===== src/design/tpc_pkg.sv =====
// ----------------------------------------------------------------------------
// tpc_pkg
// Shared types, constants and helpers of the perspective point transform.
// ----------------------------------------------------------------------------
`timescale 1ns / 1ps
`default_nettype none

package tpc_pkg;

    localparam int COORD_W       = 32;
    localparam int FRAC_BITS_DEF = 16;
    localparam int NUM_REGS      = 8;
    localparam int NUM_ENTRIES   = 2 * NUM_REGS;
    localparam int CFG_IDX_W     = 4;
    localparam int CFG_SEL_W     = $clog2(NUM_REGS);
    localparam int CFG_DATA_W    = 64;
    localparam int PROD_W        = 2 * COORD_W;
    localparam int PSUM_W        = PROD_W + 2;
    localparam int QUO_W         = COORD_W + 1;
    localparam int FRONT_STAGES  = 4;
    localparam int FCNT_W        = $clog2(FRONT_STAGES + 1);
    localparam int QUEUE_DEPTH   = 8;
    localparam int QCNT_W        = $clog2(QUEUE_DEPTH + 1);
    localparam int QPTR_W        = $clog2(QUEUE_DEPTH);

    localparam logic [COORD_W-1:0] COORD_MAX = {1'b0, {(COORD_W-1){1'b1}}};
    localparam logic [COORD_W-1:0] COORD_MIN = {1'b1, {(COORD_W-1){1'b0}}};

    typedef enum logic [1:0] {
        WC_ZERO,
        WC_ONE,
        WC_DIV
    } t_wclass;

    typedef logic [NUM_ENTRIES-1:0][COORD_W-1:0] t_matrix;

    typedef struct packed {
        logic [QCNT_W-1:0] count;
        logic              empty;
    } t_q_status;

    typedef struct packed {
        logic [COORD_W-1:0] val;
        logic               sat;
    } t_lane_res;

    // identity matrix, entry 1.0 written as 65536 regardless of fraction width
    function automatic logic [CFG_DATA_W-1:0] cfg_reset_val(input int idx);
        logic [CFG_DATA_W-1:0] v;
        v = '0;
        if (idx == 0 || idx == 5) begin
            v = CFG_DATA_W'(65536);
        end else if (idx == 2 || idx == 7) begin
            v = CFG_DATA_W'(65536) << COORD_W;
        end
        return v;
    endfunction

endpackage

`default_nettype wire


===== src/design/tpc_queue.sv =====
// ----------------------------------------------------------------------------
// tpc_queue
// Small register fifo between the sum pipeline and the divider.
// ----------------------------------------------------------------------------
`timescale 1ns / 1ps
`default_nettype none

module tpc_queue import tpc_pkg::*; #(
    parameter int DATA_W = 8
) (
    input  wire logic              i_clk,
    input  wire logic              i_rst_n,
    input  wire logic              i_push,
    input  wire logic [DATA_W-1:0] i_data,
    input  wire logic              i_pop,
    output logic [DATA_W-1:0]      o_data,
    output t_q_status              o_status
);

    logic [DATA_W-1:0] r_mem [QUEUE_DEPTH];
    logic [QPTR_W-1:0] r_wr, r_rd;
    logic [QCNT_W-1:0] r_count;

    always_ff @(posedge i_clk) begin
        if (!i_rst_n) begin
            r_wr    <= '0;
            r_rd    <= '0;
            r_count <= '0;
        end else begin
            if (i_push) begin
                r_wr <= (r_wr == QPTR_W'(QUEUE_DEPTH - 1)) ? '0 : r_wr + 1'b1;
            end
            if (i_pop) begin
                r_rd <= (r_rd == QPTR_W'(QUEUE_DEPTH - 1)) ? '0 : r_rd + 1'b1;
            end
            r_count <= r_count + QCNT_W'(i_push) - QCNT_W'(i_pop);
        end
        if (i_push) begin
            r_mem[r_wr] <= i_data;
        end
    end

    assign o_data         = r_mem[r_rd];
    assign o_status.count = r_count;
    assign o_status.empty = (r_count == '0);

endmodule

`default_nettype wire


===== config.mk =====
export PLATFORM = sky130hd
export DESIGN_NAME = tpc_queue
export DESIGN_NICKNAME = d
export VERILOG_FILES = /design/src/design/tpc_pkg.sv /design/src/design/tpc_queue.sv
export SDC_FILE = /design/constraint.sdc
export NUM_CORES = 1
export LEC_CHECK = 0
export BUFFER_PORTS_ARGS = -buffer_cell sky130_fd_sc_hd__buf_2
export CORE_MARGIN = 5
export CORE_UTILIZATION = 30
export DETAILED_ROUTE_END_ITERATION = 7
export GPL_TIMING_DRIVEN = 0
export PLACE_DENSITY = 0.46
export SLEW_MARGIN = 25
export SYNTH_ARGS = -nofsm -noshare
export SYNTH_HDL_FRONTEND = slang
export SYNTH_SLANG_ARGS = --single-unit

===== constraint.sdc =====
create_clock -name i_clk -period 2.2 [get_ports i_clk]
set_input_delay 0.22 -clock i_clk [delete_from_list [all_inputs] [get_ports i_clk]]
set_output_delay 0.22 -clock i_clk [all_outputs]
set_load 0.1 [all_outputs]

Word level (Yosys, flattened, before mapping)
Memory sizes are Yosys's and may differ from the RTL's. A register that Yosys moved wholly into a read port is not among the register bits.
Cells that the tools add are included.
{"block": "totals", "regBits": 10, "mem_bits_rw": 64, "input_bits": 12, "output_inout_bits": 13, "word_cells": 17, "memories": 1}
{"block": "op_classes", "addsub": 4, "eq_ne": 2, "n_mux": 6, "reduce_logical": 1}
{"name": "r_mem", "depth": 8, "width": 8, "read_ports": 1, "rd_ports_with_merged_regs": 1, "wr": 1, "line_no": "tpc_queue.sv:20", "text": "logic [DATA_W-1:0] r_mem [QUEUE_DEPTH];"}
{"cell": "two-way mux 3 bit", "n": 4}
{"cell": "adder 3 x 1 -> 3 bit (second input constant)", "n": 2}
{"cell": "equality test 3 bit (second input constant)", "n": 2}
{"cell": "adder 4 x 1 -> 4 bit", "n": 1}
{"cell": "zero test 4 bit", "n": 1}
{"cell": "subtractor 4 x 1 -> 4 bit", "n": 1}
{"cell": "two-way mux 1 bit", "n": 2}

Depth between registers and ports, before layout
{"block": "depth", "ltp_word": 4, "mapped_depth": 7}

Worst setup path before layout
No wires, ideal clock.
{"block": "synth_timing", "kind": "register to register", "start": "reg r_count[0]", "end": "reg r_count[2]", "setup_time_ns": 0.115, "arrival_ns": 2.221, "required_time_ns": 2.085, "slack_ns": -0.136, "stages_incl_launch_ff": 8, "path_buffers": 0, "synth_period_minus_slack_ns": 2.336, "cell_sequence": "dfxtp_1 -> inv_1 -> ha_1 -> inv_1 -> ha_1 -> fa_1 -> xor2_1 -> and2_1"}
{"block": "synth_between", "elab_chain_len": 2}
{"item": "start: declaration", "line_no": "tpc_queue.sv:22", "text": "logic [QCNT_W-1:0] r_count;"}
{"item": "start signal: assignment", "line_no": "tpc_queue.sv:36", "text": "r_count <= r_count + QCNT_W'(i_push) - QCNT_W'(i_pop);"}
{"item": "adder 4 x 1 -> 4 bit", "line_no": "tpc_queue.sv:36"}
{"item": "subtractor 4 x 1 -> 4 bit", "line_no": "tpc_queue.sv:36"}
Every way passes these cells.
A chain may end at the register's enable or synchronous reset.

==> qor.csv <==
stage;metric;value;unit
grt;antenna_found_initial;0;
clock_network;clockBufferDepth;2;
sta;min_period;2.15;ns
critical_path;worst_ep_required_time;1.98;ns
layout;drive_above_1_share;0.344;
route;drc_errors;0;
route;via_per_inst;4.41;
clock_network;htreeDepth;3;
placement;io_buffers;24;
worst_hold_path;hp-start;i_rst_n;
clock_network;clk_latency;0.33;ns
route;drt-pass1-iter-count;4;
placement;place_area;3440;um^2
clock_network;cts-root-buf;clkbuf_8;
clock_network;cts_tree;built;
grt;grt_max_degree;14;
layout;final_nets;226;
critical_path;path_class;reg -> out;
flow_run;cap_viol_max_count;0;
sta;drv_slew;0;
power;power_per_cell_area;940;nW/um^2
grt;grt_usage;0.101;
synth;synth.avg_cell_area;19.1;um^2
critical_path;rr_startpoint;r_wr[0]$_SDFFE_PN0P_;
synth;syn_inst;164;
route;antenna_left;0;
synth;ys_warn_count;0;
sta;rsz0062_at_grt;yes;
sta;tightestPinTransition;0.940;ns
route;routedWlPerCell;17.6;um
floorplanning;ios;25;
layout;design_area;3790;um^2
synth;syn_area;3130;um^2
clock_network;clkSinkCount;77;
floorplanning;die_y;112;um
grt;grt_pass1_vias;1662;
critical_path;critPathArrivalTime;1.93;ns
clock_network;cts-buffers-inserted;9;
route;vias;1520;
floorplanning;coreArea;10200;um^2
synth;synth.yosys.seq_area_share;0.698;
clock_network;cts_hold_buffers;0;
grt;gr-total-overflow;0;
sta;slew_headroom;0.371;
placement;dpl.hpwl;3680;um
grt;grt_pass1_wl;9380;um
power;peakVddDrop;0.00105;V
sta;hold_slack;0.149;ns
synth;yosysUniqueCellTypes;28;
worst_hold_path;hp-class;in -> reg;
sta;fmaxAchievable;0.466;GHz
placement;routabilityCongestion;0.704;
layout;fill_cells;967;
critical_path;path_max_fanout;5;
route;drt_iter0_markers;59;
synth;synth_nets;186;
clock_network;clk_pin_slew_worst_paths;0.08;ns
critical_path;start_kind;flip-flop;
layout;syn_to_final_growth;21.2;%
outcome;status;finished, final reports clean;
floorplanning;die_width;112;um
sta;finClkSkew;0.0113;ns
synth;ys_ff_latch;77;
power;leakagePower;1.34;nW
layout;diodes;0;
floorplanning;std_cell_rows;37;
floorplanning;initial_utilization;0.305;
sta;setup_violations;0;
critical_path;worstSetupEndpointType;primary output;
sta;finalCritPeriodShare;0.976;
sta;hold_viol_final;0;
route;postRouteWirelength;6080;um
floorplanning;dieArea;12600;um^2
==> worst max-delay path, cell delays in order (launching register included) <==
cell and delay [ns]:
dfxtp_2 0.32, buf_6 0.14, buf_12 0.13, mux4_1 0.53
mux2_2 0.29, buf_8 0.18
==> sequential cells by signal, summed over array words and instances (netlist names), named ones only <==
signal	count
r_mem	64
r_rd	3
r_count	4
r_wr	3
==> area by class of cell <==
type / instances / area (um^2) / area share
Sequential cell: 77 / 2190 / 0.577
Multi-Input combinational cell: 73 / 856 / 0.226
Timing Repair Buffer: 30 / 297 / 0.0783
Tap cell: 136 / 170 / 0.0449
Clock buffer: 13 / 160 / 0.0423
Buffer: 5 / 46.3 / 0.0122
Clock inverter: 3 / 43.8 / 0.0116
Inverter: 8 / 30.0 / 0.00793
==> report_power, final <==
| part | leakage [nW] | internal (W) | total, W | switching (W) |
|---|---|---|---|---|
| clock | 0.103 | 0.000595 | 0.00108 | 0.000490 |
| sequential | 0.690 | 0.00163 | 0.00166 | 0.0000261 |
| combinational | 0.545 | 0.000257 | 0.000817 | 0.000559 |
==> worst paths after layout <==
check	end	depth (start not counted)	slack [ns]
setup / recovery	o_data[6]	5	0.05
setup reg to reg	r_mem[6][5]$_DFFE_PP_	2	0.51
hold reg to reg	flip-flop	2	0.56
hold / removal	r_count[3]$_SDFF_PN0_	3	0.15
==> Yosys cell counts, drive strengths merged <==
| library cell | instances | share of area |
|---|---|---|
| a21oi | 1 | 0.0016 |
| and3 | 1 | 0.0020 |
| clkbuf | 2 | 0.0024 |
| mux2 | 8 | 0.029 |
| mux4 | 16 | 0.13 |
| o22ai | 2 | 0.0040 |
| nor3b | 1 | 0.0024 |
| inv | 8 | 0.0096 |
| o21ai | 1 | 0.0016 |
| a21o | 1 | 0.0024 |
| o21a | 1 | 0.0024 |
| and2 | 6 | 0.012 |
| dfxtp | 13 | 0.083 |
| nor2b | 3 | 0.0060 |
| nand2b | 4 | 0.0080 |
| nor2 | 6 | 0.0072 |
| ha | 9 | 0.036 |
| buf | 4 | 0.013 |
| nand2 | 6 | 0.0072 |
| fa | 1 | 0.0064 |
| nor3 | 2 | 0.0032 |
| edfxtp | 64 | 0.61 |
| mux2i | 3 | 0.0096 |
| xor2 | 1 | 0.0028 |
==> layout by cell type, fill, tap and decap left out, types with 4 or more instances in the layout <==
cell,netlist,final
edfxtp_1,64,64
mux4_2,1,12
buf_6,1,4
buf_12,1,7
clkbuf_1,2,4
dfxtp_1,13,10
clkbuf_8,0,9
nand2_1,6,6
nand2b_1,4,4
buf_4,0,4
inv_1,8,8
and2_1,6,6
buf_2,1,16
mux4_1,15,4
mux2_4,0,5
nor2_1,6,5
ha_1,9,9
==> through the flow <==
| step | cells | power (W) | utilization | setup TNS, ns | setup WS [ns] |
|---|---|---|---|---|---|
| after floorplan | 164 | 0.00229 | - | 0 | 0.130 |
| after global placement | 324 | 0.00242 | 0.334 | -0.0476 | -0.0252 |
| after detailed placement | 326 | 0.00242 | 0.336 | -0.0985 | -0.0394 |
| after CTS | 344 | 0.00356 | 0.366 | -0.0477 | -0.0183 |
| after global routing | 345 | 0.00371 | 0.370 | -0.0931 | -0.0227 |
| final | 345 | 0.00356 | 0.370 | 0 | 0.0521 |
==> metal layers <==
metal	track usage	up-vias	part of all wire
met5	0	-	0
met4	0.0288	0	0.013
met3	0.0356	7	0.048
met2	0.161	31	0.47
met1	0.132	767	0.47
li1	-	715	-
==> logic make-up after synthesis <==
kind of cell / count (synthesis) / synth area share
muxes: 27 / 0.172
AOI/OAI and AO/OA: 6 / 0.0120
and+or+nand+nor: 29 / 0.0480
DFF: 77 / 0.698
xor gates and xnor gates: 1 / 0.00280
buffers and inverters: 14 / 0.0248
adders and majority gates: 10 / 0.0424
==> what timing repair did <==
| item | in CTS | in global routing |
|---|---|---|
| gates resized for setup | 29 | 21 |
| gates cloned | 0 | 1 |
| setup endpoints to repair | 8 | 8 |
| buffers inserted | 3 | 0 |
No activity file was read; power rests on OpenSTA's default activity.
